--- config.mk ---
export PLATFORM = sky130hd
export DESIGN_NAME = dsbt_ram
export DESIGN_NICKNAME = d
export VERILOG_FILES = /design/src/dsbt_ram.sv
export SDC_FILE = /design/constraint.sdc
export NUM_CORES = 1
export LEC_CHECK = 0
export ABC_CLOCK_PERIOD_IN_PS = 3400
export BUFFER_PORTS_ARGS = -buffer_cell sky130_fd_sc_hd__buf_2
export CAP_MARGIN = 20
export CORE_MARGIN = 2
export CORE_UTILIZATION = 62
export CTS_CLUSTER_DIAMETER = 100
export DETAILED_ROUTE_END_ITERATION = 12
export PLACE_DENSITY = 0.79
export SLEW_MARGIN = 30
export SYNTH_ARGS = -nofsm -noshare
export SYNTH_HDL_FRONTEND = slang
export SYNTH_SLANG_ARGS = --single-unit
--- constraint.sdc ---
create_clock -name aclk -period 3.4 [get_ports aclk]
set_input_delay 1.02 -clock aclk [delete_from_list [all_inputs] [get_ports aclk]]
set_output_delay 1.02 -clock aclk [all_outputs]
set_load 0.1 [all_outputs]
--- src/dsbt_ram.sv ---
// ----------------------------------------------------------------------------
// dsbt_ram
// Simple dual-port RAM, one write and one registered read per cycle.
// ----------------------------------------------------------------------------
module dsbt_ram #(
    parameter int WIDTH = 8,
    parameter int DEPTH = 64,
    localparam int AW = (DEPTH > 1) ? $clog2(DEPTH) : 1
) (
    input  logic             aclk,
    input  logic             we,
    input  logic [AW-1:0]    waddr,
    input  logic [WIDTH-1:0] wdata,
    input  logic [AW-1:0]    raddr,
    output logic [WIDTH-1:0] rdata
);

    logic [WIDTH-1:0] mem [DEPTH];
    logic [WIDTH-1:0] rdata_reg;

    always_ff @(posedge aclk) begin
        if (we) begin
            mem[waddr] <= wdata;
        end
        rdata_reg <= mem[raddr];
    end

    assign rdata = rdata_reg;

endmodule

**Yosys cells after proc, flatten, opt, wreduce, memory -nomap -nowiden**

Memory sizes are Yosys's and may differ from the RTL's. A register that Yosys moved wholly into a read port is not among the register bits.
Index checks and enable logic that the tools add are counted.

- Flip-flop bits (word level): 0
- Word-level logic and storage cells: 3
- Bits of input ports: 22
- Memories kept: 1
- Memory bits (writable): 512
- Output and inout bits: 8

- Multiplexer cells: 2

Memory list:

| name | words | bits a word | read ports | clocked after Yosys merged registers in | write ports | RTL line | text |
|---|---|---|---|---|---|---|---|
| mem | 64 | 8 | 1 | 1 | 1 | 18 | `logic [WIDTH-1:0] mem [DEPTH];` |

Operators by type and width:

| kind | count |
|---|---|
| $mux W1 | 2 |

**Depth between registers and ports, before layout**

- Word-level depth: 2
- Depth in mapped cells: 9
- Depth with buffers taken out: 5

**Worst setup path after synthesis**

Ideal clock, no wire load.

- Kind: input -> register
- Start: input raddr[1]
- End: register rdata_reg[3], in the netlist rdata[3], read port of mem
- Cell stages on the path: 7
- Required time: 3.272 ns
- Buffers on the path: 3
- Setup slack: 0.712 ns
- Arrival: 2.560 ns
- Setup time: 0.128 ns
- Cells stage by stage: buf_4 -> buf_2 -> buf_2 -> mux4_2 -> mux4_2 -> o21ai_1 -> o41ai_1

RTL lines:

| what | RTL line | text |
|---|---|---|
| start, declared | 14 | `input logic [AW-1:0] raddr,` |
| end, declared | 19 | `logic [WIDTH-1:0] rdata_reg;` |

==> results <==
- The flow ran to the end, and the final reports show no timing, DRC or antenna violations.
- The maximum count of clock buffers along a single path is 3.
- The share of the cycle needed by the critical path after routing is 78.0%.
- The startpoint kind of the worst setup timing path is an input port.
- Static timing analysis puts the maximum clock frequency at 377 MHz.
- The area of the core is 32300 µm².
- The count of distinct cell types in the synthesized netlist is 40.
- The worst setup path is captured at a register.
- The first detailed-routing pass ran for 6 iterations.
- The final-report hold violation count is 0.
- The tree is rooted in a sky130_fd_sc_hd__clkbuf_16.
- The initial antenna violation count was 2.
- The buffers inserted during post-CTS setup optimization is 0.
- The Yosys step of the flow raised 0 warnings.
- The final weighted congestion of routability-driven global placement is 0.867.
- The detailed-route DRC error count is 0.
- The clock-pin slew on the worst setup and hold paths is 0.06 ns.
- The area of the mapped netlist is 20200 µm².
- The delay of the slowest cell on the worst path is 0.46 ns.
- The synthesized instance count is 940.
- Buffers placed on the I/O ports in this run total 29.
- The floorplan die height is 184 µm.
- The transition time of the tightest slew-check pin is 0.642 ns.
- The final wirelength is 45000 µm.
- The count of pins on the block boundary is 30.
- The global-route wire length before repair is 66900 µm.
- Setup violations remaining at the end of the flow were counted as 0.
- For this design, the slowest cell found on the critical path is sky130_fd_sc_hd__mux4_2.
- At the worst endpoint, the required time is 3.84 ns.
- The total overflow left after global routing is 0.
- The data arrival time at the worst-slack endpoint is 3.09 ns.
- The wire length on met2 is 22600 µm.
- The number of fill cells in the layout is 1819.
- The met1 wire length is 16700 µm.
- The die covers 34000 µm².
- The number of enable flip-flop cells after synthesis is 512.
- The die span in x is 184 µm.
- The violation count after the first detailed-route iteration is 1302.
- The min-delay analysis places its worst path in the category in2reg.
- Routed signal wires occupy layers up through met4.
- Across all hold checks on the routed design, the worst slack comes to 0.729 ns.
- In this run the power density over the cells is 577 nW/µm².
- After synthesis, flip-flops and latches occupy 77.0% of the total area.
- Summed over all nets, the half-perimeter wirelength after detailed placement is 27500 µm.
- The kind of critical path is in2reg.
- The count of final max-slew check failures is 0.
- The cell accounting for the most synthesized area is sky130_fd_sc_hd__edfxtp_1.
- In this run the most critical hold path is launched from wdata[7].
- The post-cts hold buffer count is 0.
- Buffers inserted during clock tree synthesis total 50.
- The detailed route wirelength on metal3 is 4250 µm.
- The level count of the clock H-tree is 2.
- The most instantiated flip-flop cell in the synthesis netlist is sky130_fd_sc_hd__edfxtp_1.
- Global routing used 27.5% of the available tracks across all layers.
- The shortest clock period the worst path allows after layout is 2.65 ns.
- Tracing the worst setup path back leads to its startpoint at raddr[1].
- The number of flip-flops in the largest register is 512.
- The clock skew is 0.0228 ns.
- The pin count of the biggest net entering global routing is 65.
- The number of max-cap violations is 0.
- The post-synthesis area per instance is 21.5 µm².
- The number of nets in the synthesized netlist is 962.
- The remaining max-slew budget at the tightest pin is 57.2%.
- The routed layout has 10.2k vias.
- For this configuration, the core starts out at a cell density of 62.5%.
- For this design the static power due to leakage is 7.47 nW.
- In the final routed layout, each cell accounts on average for 28.8 µm.
- The launch point of the worst reg-to-reg path is mem[24][6].
- The count of nets left with antenna violations once routing finished came out at 0.
- The post-synthesis async set-or-reset flop share is 0%.
- The minimum setup slack after placement is 0.179 ns.
- Overall power consumption after layout is estimated at 13.3 mW.
- From synthesis to final layout, the design area changed by 14.6%.
- The total number of nets in the final design is 1098.
- Sorting the synthesized cells by area gives the leading types as sky130_fd_sc_hd__edfxtp_1 76%, sky130_fd_sc_hd__mux4_2 14%, sky130_fd_sc_hd__nor2_1 1.5%.
- The number of buffers and inverters on the critical path is 3.
- Broken down by cell family, the worst path's largest delay share belongs to buffers and inverters.
- The flip-flop and latch count after synthesis is 520.
- TritonCTS built the clock tree.
- The share of synthesized area in the top cell type comes to 76.2%.
- The slack of the worst reg-to-reg path is 1.33 ns.
- The detail-routed via count per cell is 6.53.
- Setup repair after global routing left no endpoint under its margin.
- The number of rows in the core area is 66.
- The worst path meets setup with 0.749 ns of slack.
- The critical path goes through buf_4, buf_12, buf_12, mux4_2, mux4_2, o21ai_0, nand2_1.
- The post-cts sizing count is 0.
- In this run the worst path has a maximum fanout of 46.
- Cells with a size suffix above 1 make up 31.2% of the layout.
- The clock net in this run drives a total of 520 sinks.
- The number of global-route vias before repair was 10.4k.
- The later-pin clock latency in the skew report is 0.57 ns.
- Across the VDD grid, the largest voltage drop is 0.483 mV.
- The accumulated negative setup slack is 0 ns.
-- cell families after synthesis --
group	count (synthesis)	synth area share, %
buffers and inverters	51	1.57
multiplexers	162	15.9
AND/OR/NAND/NOR	153	3.39
flip-flops	520	77.0
AO/OA/AOI/OAI	54	2.07
-- worst paths after layout --
kind | end | depth (start not counted)
setup / recovery | rdata[7] | 7
hold / removal | mem[52][7] | 1
setup reg to reg | rdata[6] | 5
hold reg to reg | rdata[6] | 3
-- metrics by stage --
step                      cells  utilization (%)  instance area [µm²]
after floorplan             940                -                20200
after global routing       1559             71.6                23100
after CTS                  1558             71.5                23100
after global placement     1464             66.4                21400
final                      1560             71.6                23100
after detailed placement   1466             66.6                21500
-- routing by layer --
| metal | GRT usage (%) | vias up |
|---|---|---|
| met3 | 5.10 | 106 |
| met2 | 44.4 | 620 |
| li1 | - | 4193 |
| met5 | 0 | - |
| met1 | 38.9 | 5267 |
| met4 | 9.06 | 0 |
-- where the power goes --
part / leakage [nW] / switching [mW] / internal [mW] / total [mW]
registers: 4.67 / 0.0234 / 7.09 / 7.12
logic: 2.00 / 0.502 / 0.277 / 0.778
clock network: 0.792 / 2.30 / 3.13 / 5.43
total: 7.47 / 2.82 / 10.5 / 13.3
-- cell usage after synthesis, types with 3 or more instances --
cell	n
sky130_fd_sc_hd__edfxtp_1	512
sky130_fd_sc_hd__mux4_2	126
sky130_fd_sc_hd__nor2_1	83
sky130_fd_sc_hd__mux2i_1	23
sky130_fd_sc_hd__nand2_1	19
sky130_fd_sc_hd__clkbuf_1	17
sky130_fd_sc_hd__nor2b_1	14
sky130_fd_sc_hd__buf_4	13
sky130_fd_sc_hd__mux2_2	13
sky130_fd_sc_hd__nand3_1	13
sky130_fd_sc_hd__buf_2	11
sky130_fd_sc_hd__dfxtp_1	8
sky130_fd_sc_hd__o221ai_1	8
sky130_fd_sc_hd__o22ai_1	8
sky130_fd_sc_hd__nand2b_1	7
sky130_fd_sc_hd__nor3_1	7
sky130_fd_sc_hd__a221oi_1	6
sky130_fd_sc_hd__a211oi_1	4
sky130_fd_sc_hd__buf_1	4
sky130_fd_sc_hd__buf_6	4
sky130_fd_sc_hd__a21oi_1	3
sky130_fd_sc_hd__a22oi_1	3
sky130_fd_sc_hd__nand3b_1	3
sky130_fd_sc_hd__o2111ai_1	3
sky130_fd_sc_hd__o2bb2ai_1	3
-- layout make-up --
| class | instances | area (µm²) | area share [%] |
|---|---|---|---|
| Multi-Input combinational cell | 369 | 4320 | 18.7 |
| Sequential cell | 520 | 15500 | 67.2 |
| Tap cell | 442 | 553 | 2.39 |
| Antenna cell | 2 | 5.00 | 0.0217 |
| Timing Repair Buffer | 135 | 1090 | 4.71 |
| Clock buffer | 60 | 1310 | 5.67 |
| Clock inverter | 32 | 300 | 1.30 |
-- layout by cell type (no fill, tap or decap), types with 3 or more instances in the layout --
cell type and n:
sky130_fd_sc_hd__buf_12 9, sky130_fd_sc_hd__a221oi_1 6, sky130_fd_sc_hd__a22oi_1 3, sky130_fd_sc_hd__a211oi_1 4
sky130_fd_sc_hd__nor3_1 7, sky130_fd_sc_hd__edfxtp_1 512, sky130_fd_sc_hd__o221ai_1 8, sky130_fd_sc_hd__o2111ai_1 3
sky130_fd_sc_hd__buf_2 26, sky130_fd_sc_hd__mux2i_1 23, sky130_fd_sc_hd__o2bb2ai_1 3, sky130_fd_sc_hd__clkbuf_1 9
sky130_fd_sc_hd__buf_4 98, sky130_fd_sc_hd__clkinv_2 12, sky130_fd_sc_hd__nand3_1 13, sky130_fd_sc_hd__mux4_2 126
sky130_fd_sc_hd__nand2b_1 7, sky130_fd_sc_hd__o22ai_1 8, sky130_fd_sc_hd__a21oi_1 3, sky130_fd_sc_hd__mux2_2 13
sky130_fd_sc_hd__clkbuf_16 51, sky130_fd_sc_hd__nand2_1 19, sky130_fd_sc_hd__bufinv_16 5, sky130_fd_sc_hd__nand3b_1 3
sky130_fd_sc_hd__nor2b_1 14, sky130_fd_sc_hd__dfxtp_1 8, sky130_fd_sc_hd__nor2_1 83, sky130_fd_sc_hd__clkinv_1 11
No activity file was read; power rests on OpenSTA's default activity.
