--- src/dsbt_pkg.sv ---
// ----------------------------------------------------------------------------
// dsbt_pkg
// Shared types and codes of the DHCP snooping binding table.
// ----------------------------------------------------------------------------
package dsbt_pkg;

    localparam logic [2:0] FN_LOOKUP  = 3'd0;
    localparam logic [2:0] FN_INSERT  = 3'd1;
    localparam logic [2:0] FN_DELETE  = 3'd2;
    localparam logic [2:0] FN_REFRESH = 3'd3;
    localparam logic [2:0] FN_TICK    = 3'd4;

    localparam logic [1:0] ST_OK       = 2'd0;
    localparam logic [1:0] ST_NOTFOUND = 2'd1;
    localparam logic [1:0] ST_FULL     = 2'd2;
    localparam logic [1:0] ST_MISMATCH = 2'd3;

    localparam int SUM_W = 11;

    typedef struct packed {
        logic [4:0]  hw_len;
        logic [7:0]  bind_kind;
        logic [7:0]  bind_state;
        logic [31:0] lease_secs;
        logic [11:0] vlan_id;
        logic [15:0] port_index;
        logic [31:0] ip_addr;
        logic [47:0] mac_addr;
    } req_t;

    typedef struct packed {
        logic [31:0] stamp;
        logic [4:0]  hw_len;
        logic [7:0]  bind_kind;
        logic [7:0]  bind_state;
        logic [31:0] lease_secs;
        logic [11:0] vlan_id;
        logic [15:0] port_index;
        logic [31:0] ip_addr;
        logic [47:0] mac_addr;
    } entry_t;

    typedef struct packed {
        logic [6:0]  aged_count;
        logic [31:0] bound_time;
        logic [4:0]  found_hw_len;
        logic [7:0]  found_kind;
        logic [7:0]  found_state;
        logic [31:0] found_lease;
        logic [11:0] found_vlan;
        logic [15:0] found_port;
        logic [31:0] found_ip;
        logic        hit;
        logic [1:0]  status;
    } res_t;

endpackage

--- src/dsbt_mod.sv ---
// ----------------------------------------------------------------------------
// dsbt_mod
// Remainder of the MAC byte sum by the bucket count, by reciprocal multiply.
// ----------------------------------------------------------------------------
module dsbt_mod #(
    parameter int MODULUS = 16,
    localparam int REMW = (MODULUS > 1) ? $clog2(MODULUS) : 1
) (
    input  logic                       aclk,
    input  logic                       aresetn,
    input  logic                       start,
    input  logic [dsbt_pkg::SUM_W-1:0] value,
    output logic                       done,
    output logic [REMW-1:0]            rem
);

    // quotient estimate is exact or one low for any sum below 2^SUM_W
    localparam int SHIFT = 22;
    localparam int RECIP = (1 << SHIFT) / MODULUS;
    localparam int PRODW = dsbt_pkg::SUM_W + SHIFT + 1;

    logic [dsbt_pkg::SUM_W-1:0] val_reg;
    logic [dsbt_pkg::SUM_W-1:0] quo_reg;
    logic [REMW-1:0]            rem_reg;
    logic                       load_reg;
    logic                       quo_ok_reg;
    logic                       done_reg;
    logic [PRODW-1:0]           prod;
    logic [dsbt_pkg::SUM_W:0]   diff;
    logic [dsbt_pkg::SUM_W:0]   rem_next;

    always_comb begin
        prod = PRODW'(val_reg) * PRODW'(RECIP);
        diff = {1'b0, val_reg} - (dsbt_pkg::SUM_W+1)'(int'(quo_reg) * MODULUS);
        if (diff >= (dsbt_pkg::SUM_W+1)'(MODULUS)) begin
            rem_next = diff - (dsbt_pkg::SUM_W+1)'(MODULUS);
        end else begin
            rem_next = diff;
        end
    end

    always_ff @(posedge aclk) begin
        if (!aresetn) begin
            load_reg   <= 1'b0;
            quo_ok_reg <= 1'b0;
            done_reg   <= 1'b0;
        end else begin
            load_reg   <= start;
            quo_ok_reg <= load_reg;
            done_reg   <= quo_ok_reg;
            if (start) begin
                val_reg <= value;
            end
            if (load_reg) begin
                quo_reg <= prod[SHIFT +: dsbt_pkg::SUM_W];
            end
            if (quo_ok_reg) begin
                rem_reg <= rem_next[REMW-1:0];
            end
        end
    end

    assign done = done_reg;
    assign rem  = rem_reg;

endmodule

--- config.mk ---
export PLATFORM = sky130hd
export DESIGN_NAME = dsbt_mod
export DESIGN_NICKNAME = d
export VERILOG_FILES = /design/src/dsbt_pkg.sv /design/src/dsbt_mod.sv
export SDC_FILE = /design/constraint.sdc
export NUM_CORES = 1
export LEC_CHECK = 0
export ABC_AREA = 1
export BUFFER_PORTS_ARGS = -buffer_cell sky130_fd_sc_hd__buf_2
export CAP_MARGIN = 5
export CORE_MARGIN = 2
export CORE_UTILIZATION = 24
export DETAILED_ROUTE_END_ITERATION = 16
export SLEW_MARGIN = 20
export SYNTH_ARGS = -nofsm -noshare
export SYNTH_HDL_FRONTEND = slang
export SYNTH_SLANG_ARGS = --single-unit
--- constraint.sdc ---
create_clock -name aclk -period 1 [get_ports aclk]
set_clock_uncertainty 0.1 [all_clocks]
set_input_delay 0.3 -clock aclk [delete_from_list [all_inputs] [get_ports aclk]]
set_output_delay 0.3 -clock aclk [all_outputs]
set_load 0.02 [all_outputs]
**Word-level counts from Yosys, hierarchy flattened**

Index checks and enable logic that the tools add are counted.

- Register bits: 25
- Bits in latches: 0
- Bits in writable memories: 0
- Bits in read-only memories: 0
- Input bits: 14
- Output and inout bits: 5
- Logic and storage cells: 13
- Memories kept: 0

- Add/subtract/negate cells: 2
- $mul: 0
- Div/mod/pow operators: 0
- Magnitude comparators: 1
- Equal/unequal tests: 0
- Shift operators: 0
- Muxes and demuxes: 1
- Bitwise logic cells: 0
- Reduce and logical (&&, ||, !) cells: 3

Operators by type and width:

| operator | number |
|---|---|
| greater-or-equal comparator 12 x 5 -> 1 bit (second input constant) | 1 |
| subtractor 11 x 11 -> 12 bit | 1 |
| AND reduction 2 bit | 3 |
| two-way mux 4 bit | 1 |
| subtractor 4 x 1 -> 4 bit (second input constant) | 1 |

**Longest topological paths before layout**

Gate-level depths: netlist of the first run.

- Depth in word-level cells: 3
- Mapped depth: 2
- Mapped depth without buffers: 2

**Least setup slack after synthesis of the first run**

OpenSTA, ideal clock, no wires.

- Kind: input to register
- Start point: input aresetn
- End point: register val_reg[0] (netlist name), enable pin
- Library setup time: 304 ps
- Arrival: 451 ps
- Required time: 596 ps
- Setup slack: 145 ps
- Cell stages on the path: 2
- Path buffers: 0
- Cells stage by stage: nand2_1 -> inv_1

- Longest elaborated chain between the ends: 1

RTL lines:

| what | line | RTL |
|---|---|---|
| from (decl) | dsbt_mod.sv:10 | `input logic aresetn,` |
| AND reduction 2 bit (no line) | -- |  |
| to (signal assigned) | dsbt_mod.sv:52 | `val_reg <= value;` |
| to (decl) | dsbt_mod.sv:22 | `logic [dsbt_pkg::SUM_W-1:0] val_reg;` |

No other way between the ends.
A chain may end at the register's enable or synchronous reset.

**Final worst setup path of the first run**

- Start point: register rem_reg[1], in the netlist rem[1]
- End point: output rem[1]

RTL lines:

| what | line | RTL |
|---|---|---|
| from (decl) | dsbt_mod.sv:24 | `logic [REMW-1:0] rem_reg;` |
| from (signal assigned) | dsbt_mod.sv:58 | `rem_reg <= rem_next[REMW-1:0];` |
| to (decl) | dsbt_mod.sv:14 | `output logic [REMW-1:0] rem` |

No word-level cell between the ends.

==> results of run 1 <==
## layout by cell type (no fill, tap or decap)
master and count:
buf_2 8, edfxtp_1 8, inv_1 5, nand2_1 3, clkbuf_4 3, buf_6 3
dfxtp_1 2, clkbuf_1 1, dfxtp_2 1
## per-stage QoR
stage	hold slack (ns)	instance area, um^2	instances
after global placement	0.2939	404.1	45
after detailed placement	0.3041	404.1	45
final	0.1125	450.4	49
after floorplan	0.2900	330.3	19
after CTS	0.09815	437.9	49
after global routing	0.08751	450.4	49
## report_power, final
| part | total, mW | switching [mW] | internal, mW |
|---|---|---|---|
| clock network | 0.286 | 0.132 | 0.154 |
| logic | 0.0318 | 0.0163 | 0.0155 |
| registers | 0.515 | 0.00472 | 0.510 |
| total | 0.833 | 0.153 | 0.680 |
## per-layer routing
layer	GRT usage (%)	vias up
li1	-	89
met1	6.780	84
met2	8.984	11
met3	3.261	0
met4	9.677	0
met5	0	-
## path summary, 6_finish.rpt
check | endpoint | startpoint | slack [ns] | cells after the start
setup / recovery | rem[1] | rem[1] | -0.19 | 1
setup reg to reg | rem[2] | quo_ok_reg | 0.11 | 2
hold / removal | val_reg[0] | value[0] | 0.11 | 1
hold reg to reg | rem[3] | val_reg[3] | 0.32 | 0
## kinds of logic after synthesis
logic type | count (synthesis) | share of synthesized area, %
buffers and inverters | 5 | 5.682
DFF | 11 | 90.91
and+or+nand+nor | 3 | 3.409
## layout make-up
cell class              instances  area (um^2)  share of cell area, %
multi-input cells               3        11.26                  2.500
repair buffers                 11        73.82                  16.39
flip-flops and latches         11        301.5                  66.94
well taps                      15        18.77                  4.167
clock buffers                   4        26.28                  5.833
inverters                       5        18.77                  4.167
## repair_timing
action	in CTS	in global routing
gates cloned	0	0
endpoints found under the hold margin	0	0
setup endpoints to repair	5	5
resized for setup	3	4
==> results_dict.tcl, run 1 <==
set metrics [dict create \
    diodes 0 \
    die_area_um2 1689 \
    critPathMaxFanout 1 \
    worst_slack_ns -0.1860 \
    synth.ff_latch_count 11 \
    violations "negative setup slack" \
    relSlewSlack_pct 90.36 \
    start_util_pct 25.38 \
    finalPower_uw 832.7 \
    wl_per_cell_um 7.776 \
    synth_top_area_share_pct 72.73 \
    die_h_um 41.10 \
    synthCells 19 \
    fin_crit_ns 1.186 \
    cp_data_required_time_ns 0.60 \
    num_vias 184 \
    slowest_delay_ns 0.38 \
    max-clock-path-buffers 2 \
    cts_tree "yes" \
    crit_path_start_kind "flip-flop" \
    report.final.hold_viol_count 0 \
    synthFlopType "edfxtp_1" \
    clk_pin_slew_ns 0.06 \
    status "finished, violations left" \
    fillerInstances 143 \
    syn-cell-area_um2 330.3 \
    min_path_type "input pin to flip-flop" \
    fin_tns_setup_ns -0.8022 \
    worstMarginPinSlew_ns 0.1444 \
    viasPerCell 3.755 \
    clock_latency_ns 0.26 \
    first_iter_violations 2 \
    synth_seq_area_share_pct 90.91 \
    drtAntennaViolNets 0 \
    areaGrowthSynthToFinish_pct 36.36 \
    wl_met3_um 48 \
    crit_path_cell_trace "buf_6" \
    cts_hold_buffers 0 \
    root_buffer "clkbuf_4" \
    grt_overflow 0 \
    routabilityCongestion 0.5655 \
    numClockSinks 11 \
    netlist_top_cells_area "edfxtp_1 73%, dfxtp_1 18%, inv_1 5.7%" \
    endpoint_kind "primary output" \
    leakagePower_nw 0.2122 \
    coreArea_um2 1301 \
    grt_pass1_vias 173 \
    drcViolationCount 0 \
    fmax_mhz 843.2 \
    wl_met2_um 185 \
    cap_violations 0 \
    drt-met1-wl_um 148 \
    wirelength_um 381 \
    die_width_um 41.10 \
    cts_max_level 1 \
    yosysMostFrequentCell "edfxtp_1" \
    synth_async_sr_flop_share_pct 0 \
    grt_max_degree 7 \
    finalNetCount 49 \
    synth.avg_cell_area_um2 17.39 \
    p_per_area_nw_per_um2 1849 \
    maxUsedRoutingLayer "met3" \
    path_class "flip-flop to primary output" \
    drv_slew 0 \
    synth_edf_count 8 \
    rows 13 \
    drive_gt1_share_pct 44.12 \
    post_cts_buffers 0 \
    port_buffers 11 \
    rsz0062_at_grt "true" \
    finalCritPeriodShare_pct 118.6 \
    io_pins 19 \
    first_pass_iters 4 \
    setup_viol 5 \
    cp.arrival_ns 0.79 \
    crit_buf_inv 1 \
    cp_slowest_cell "edfxtp_1" \
    crit_family "flip-flops" \
    dpl.hpwl_um 290.9 \
    preCtsSetupSlack_ns -0.008858 \
    grt.total_usage_pct 6.908 \
    synth_top_cell_by_area "edfxtp_1" \
    grt_pass1_wl_um 648 \
    yosysUniqueCellTypes 4 \
    vdd_drop_max_mv 0.6610 \
    finish.utilization_pct 34.62 \
    numCtsBuffers 3 \
    antenna_found_initial 0 \
    synth.yosys.warnings 0 \
    syn_nets 33 \
    synth_commonest_cells "8 x edfxtp_1, 5 x inv_1, 3 x dfxtp_1, 3 x nand2_1" \
]
(Power assumes the default switching activity.)
==> run 2, diff against run 1 <==
- SETUP_SLACK_MARGIN: default -> 0.15
==> results_dict.tcl, run 2 (same netlist as run 1, synthesis figures left out) <==
set metrics [dict create \
    status "finished, violations left" \
    violations "negative setup slack" \
    grt_overflow 0 \
    gr-usage-met3_pct 3.261 \
    timing.critical_path.depth 1 \
    drv_slew 0 \
    first_pass_iters 3 \
    die_h_um 41.10 \
    crit_path_start_kind "flip-flop" \
    vdd_drop_max_mv 0.7436 \
    met1_usage_pct 6.826 \
    coreArea_um2 1301 \
    setup_viol 5 \
    wirelength_um 371 \
    max-clock-path-buffers 2 \
    numCtsBuffers 3 \
    antenna_found_initial 0 \
    numClockSinks 11 \
    cp.arrival_ns 0.78 \
    rrSetupSlack_ns 0.17 \
    layout_common_cells "9 x buf_2, 8 x edfxtp_1, 3 x inv_1, 3 x clkbuf_4" \
    rows 13 \
    relSlewSlack_pct 92.79 \
    grt_max_degree 7 \
    drive_gt1_share_pct 55.88 \
    endpoint_kind "primary output" \
    fin_tns_setup_ns -0.7847 \
    p_per_area_nw_per_um2 1863 \
    finalPower_uw 834.3 \
    cts_tree "yes" \
    final_common_cell "buf_2" \
    use_met2_pct 6.250 \
    rr_endpoint "rem[2]" \
    cts_hold_buffers 0 \
    crit_family "flip-flops" \
    grt.total_usage_pct 5.789 \
    rsz0062_at_grt "true" \
    cap_violations 0 \
    fin_crit_ns 1.183 \
    clk_pin_slew_ns 0.06 \
    grt_pass1_wl_um 545 \
    cp_data_required_time_ns 0.60 \
    port_buffers 11 \
    io_pins 19 \
    cts_max_level 1 \
    path_class "flip-flop to primary output" \
    instances_no_fill 49 \
    worstReg2RegStart "quo_ok_reg" \
    holdWs_ns 0.1129 \
    finalNetCount 49 \
    drtAntennaViolNets 0 \
    finalCritPeriodShare_pct 118.3 \
    crit_path_cell_trace "buf_6" \
    finish.utilization_pct 34.42 \
    worstMarginPinSlew_ns 0.1089 \
    placed_cells 45 \
    dpl.hpwl_um 274.1 \
    clock_latency_ns 0.26 \
    reg2reg_depth 2 \
    leakagePower_nw 0.2070 \
    critical_path.startpoint "rem[1]" \
    start_util_pct 25.38 \
    worst_slack_ns -0.1829 \
    busiest_layer "met4" \
    crit_path_end "rem[1]" \
    grt_pass1_vias 137 \
    post_cts_buffers 0 \
    first_iter_violations 3 \
    report.final.hold_viol_count 0 \
    num_vias 173 \
    areaGrowthSynthToFinish_pct 35.61 \
    fmax_mhz 845.4 \
    die_width_um 41.10 \
    root_buffer "clkbuf_4" \
    wl_per_cell_um 7.571 \
    die_area_um2 1689 \
    routabilityCongestion 0.5574 \
    viasPerCell 3.531 \
    slowest_delay_ns 0.38 \
    crit_buf_inv 1 \
    drcViolationCount 0 \
    cp_slowest_cell "edfxtp_1" \
    critPathMaxFanout 1 \
    min_path_type "input pin to flip-flop" \
    diodes 0 \
]
run 2: cell count changes in the layout (fill, tap and decap cells not counted):
cell and change:
nand2_1 -1, dfxtp_2 +1, buf_2 +1, dfxtp_1 -1
nand2_2 +1, inv_1 -2, buf_6 -1, inv_2 +2
run 2: cell type report:
cell class              instances  area (um^2)
repair buffers                 11        67.56
inverters                       5        18.77
well taps                      15        18.77
flip-flops and latches         11        302.8
multi-input cells               3        13.76
clock buffers                   4        26.28
fillers                       133        853.3
run 2: per-layer routing:
| metal | part of all wire [%] | up-vias |
|---|---|---|
| met5 | 0 | - |
| met4 | 0 | 0 |
| met3 | 15 | 0 |
| met2 | 48 | 11 |
| met1 | 37 | 72 |
| li1 | - | 90 |
run 2: power breakdown:
group          leakage (nW)  total [mW]  switching, mW  internal [mW]
Sequential           0.0994       0.515        0.00477          0.511
Clock                0.0150       0.287          0.133          0.154
Combinational        0.0926      0.0324         0.0173         0.0151
Total                 0.207       0.834          0.155          0.680
run 2: worst min path at each step:
stage / from / to / slack, ns / depth (start not counted)
floorplan: load_reg / quo_ok_reg / 0.29 / 2
global placement: load_reg / quo_ok_reg / 0.29 / 2
detailed placement: load_reg / quo_ok_reg / 0.30 / 2
CTS: value[3] / val_reg[3] / 0.10 / 1
global route: value[2] / val_reg[2] / 0.09 / 1
finish: value[3] / val_reg[3] / 0.11 / 1
run 2: what timing repair did:
action / in CTS / in global routing
endpoints found under the setup margin: 9 / 9
gates resized for setup: 3 / 4
pin swaps: 1 / 0
cloned: 0 / 0
run 2: through the flow:
stage	worst slack [ns]	cell area, um^2
CTS	-0.1994	437.9
global placement	0.04055	404.1
detailed placement	0.03417	404.1
global route	-0.2193	447.9
finish	-0.1829	447.9
floorplan	0.1505	330.3
==> run 3, diff against run 2 <==
- ABC_AREA: 1 -> default
- PLACE_DENSITY: default -> 0.46
- SKIP_LAST_GASP: default -> 1
==> results_dict.tcl, run 3 <==
set metrics [dict create \
    fmax_mhz 842.0 \
    p_per_area_nw_per_um2 1857 \
    setup_viol 5 \
    critPathMaxFanout 1 \
    synth_edf_count 8 \
    worst_slack_ns -0.1876 \
    drtAntennaViolNets 0 \
    cp_data_required_time_ns 0.60 \
    worstMarginPinSlew_ns 0.1095 \
    num_vias 170 \
    syn_nets 30 \
    synth_top_area_share_pct 72.45 \
    crit_buf_inv 1 \
    drcViolationCount 0 \
    areaGrowthSynthToFinish_pct 36.60 \
    netlist_top_cells_area "edfxtp_1 72%, dfxtp_1 18%, and2_1 9.4%" \
    slowest_delay_ns 0.38 \
    crit_path_cell_trace "buf_6" \
    finish.utilization_pct 34.81 \
    synthCells 16 \
    first_pass_iters 1 \
    cts_max_level 1 \
    max-clock-path-buffers 2 \
    port_buffers 11 \
    clock_latency_ns 0.26 \
    die_width_um 41.17 \
    die_h_um 41.17 \
    io_pins 19 \
    finalCritPeriodShare_pct 118.8 \
    cp.arrival_ns 0.79 \
    numCtsBuffers 3 \
    start_util_pct 25.48 \
    drv_slew 0 \
    post_cts_buffers 0 \
    relSlewSlack_pct 92.75 \
    cp_slowest_cell "edfxtp_1" \
    routabilityCongestion 0.6166 \
    crit_path_start_kind "flip-flop" \
    wirelength_um 406 \
    synth.avg_cell_area_um2 20.72 \
    finalNetCount 46 \
    cts_tree "yes" \
    fin_crit_ns 1.188 \
    min_path_type "input pin to flip-flop" \
    report.final.hold_viol_count 0 \
    leakagePower_nw 0.1821 \
    numClockSinks 11 \
    synth_commonest_cells "8 x edfxtp_1, 5 x and2_1, 3 x dfxtp_1" \
    syn-cell-area_um2 331.6 \
    rsz0062_at_grt "true" \
    diodes 0 \
    root_buffer "clkbuf_4" \
    synth.yosys.warnings 0 \
    endpoint_kind "primary output" \
    coreArea_um2 1301 \
    rows 13 \
    synth_async_sr_flop_share_pct 0 \
    final_common_cell "buf_2" \
    synth_top_cell_by_area "edfxtp_1" \
    yosysUniqueCellTypes 3 \
    grt_overflow 0 \
    grt_pass1_vias 150 \
    clk_pin_slew_ns 0.07 \
    die_area_um2 1695 \
    synthFlopType "edfxtp_1" \
    yosysMostFrequentCell "edfxtp_1" \
    violations "negative setup slack" \
    fin_tns_setup_ns -0.8077 \
    viasPerCell 3.696 \
    synth.ff_latch_count 11 \
    drive_gt1_share_pct 61.29 \
    layout_common_cells "9 x buf_2, 8 x edfxtp_1, 3 x and2_1, 3 x clkbuf_4" \
    crit_family "flip-flops" \
    first_iter_violations 0 \
    path_class "flip-flop to primary output" \
    status "finished, violations left" \
    cap_violations 0 \
    wl_per_cell_um 8.826 \
    grt_pass1_wl_um 572 \
    vdd_drop_max_mv 0.6592 \
    antenna_found_initial 0 \
    grt.total_usage_pct 6.229 \
    grt_max_degree 8 \
    synth_seq_area_share_pct 90.57 \
]
==> run 3: metrics by stage <==
stage | hold slack (ns) | power, mW | instances | worst slack [ns] | instance area (um^2)
floorplan | 0.2989 | 0.5388 | 16 | 0.1505 | 336.6
global placement | 0.3066 | 0.5556 | 42 | 0.02840 | 410.4
detailed placement | 0.3125 | 0.5581 | 42 | 0.02206 | 410.4
CTS | 0.09517 | 0.8596 | 46 | -0.2093 | 446.7
global route | 0.09133 | 0.8891 | 46 | -0.2247 | 452.9
finish | 0.1094 | 0.8412 | 46 | -0.1876 | 452.9
==> run 3: timing repair <==
item | CTS | global route
endpoints found under the setup margin | 9 | 9
hold buffers | 0 | 0
pin swaps | 1 | 0
resized for setup | 4 | 2
==> run 3: logic make-up (layout without fill, tap and decap cells) <==
group,Yosys count,in the layout,synth area share [%]
simple gates,5,5,9.434
flops,11,11,90.57
buf+inv,0,15,0
==> run 3: final timing paths <==
kind / startpoint / end / slack (ns) / depth (start not counted)
worst min-delay path: value[2] / val_reg[2] / 0.11 / 1
worst min register to register: val_reg[1] / rem[1] / 0.33 / 0
worst max-delay path: rem[0] / rem[0] / -0.19 / 1
worst max register to register: quo_ok_reg / rem[1] / 0.14 / 1
==> run 3: final cells by class <==
class	count	area, um^2
sequential	11	302.8
fill	126	848.3
multi-input combinational	5	36.28
clock inverter	1	5.005
clock buffer	3	22.52
tap	15	18.77
timing repair buffer	11	67.56
==> run 3: where the power goes <==
part           switching (mW)  leakage [nW]  internal, mW  total, mW
registers             0.00514        0.0994         0.510      0.516
clock network           0.143        0.0177         0.148      0.291
logic                  0.0156        0.0650        0.0190     0.0346
==> run 3: routing by layer <==
| layer | up-vias | share of wire [%] | global-route usage (%) |
|---|---|---|---|
| li1 | 86 | - | - |
| met1 | 73 | 39 | 5.763 |
| met2 | 11 | 46 | 7.813 |
| met3 | 0 | 15 | 3.261 |
| met4 | 0 | 0 | 9.677 |
| met5 | - | 0 | 0 |
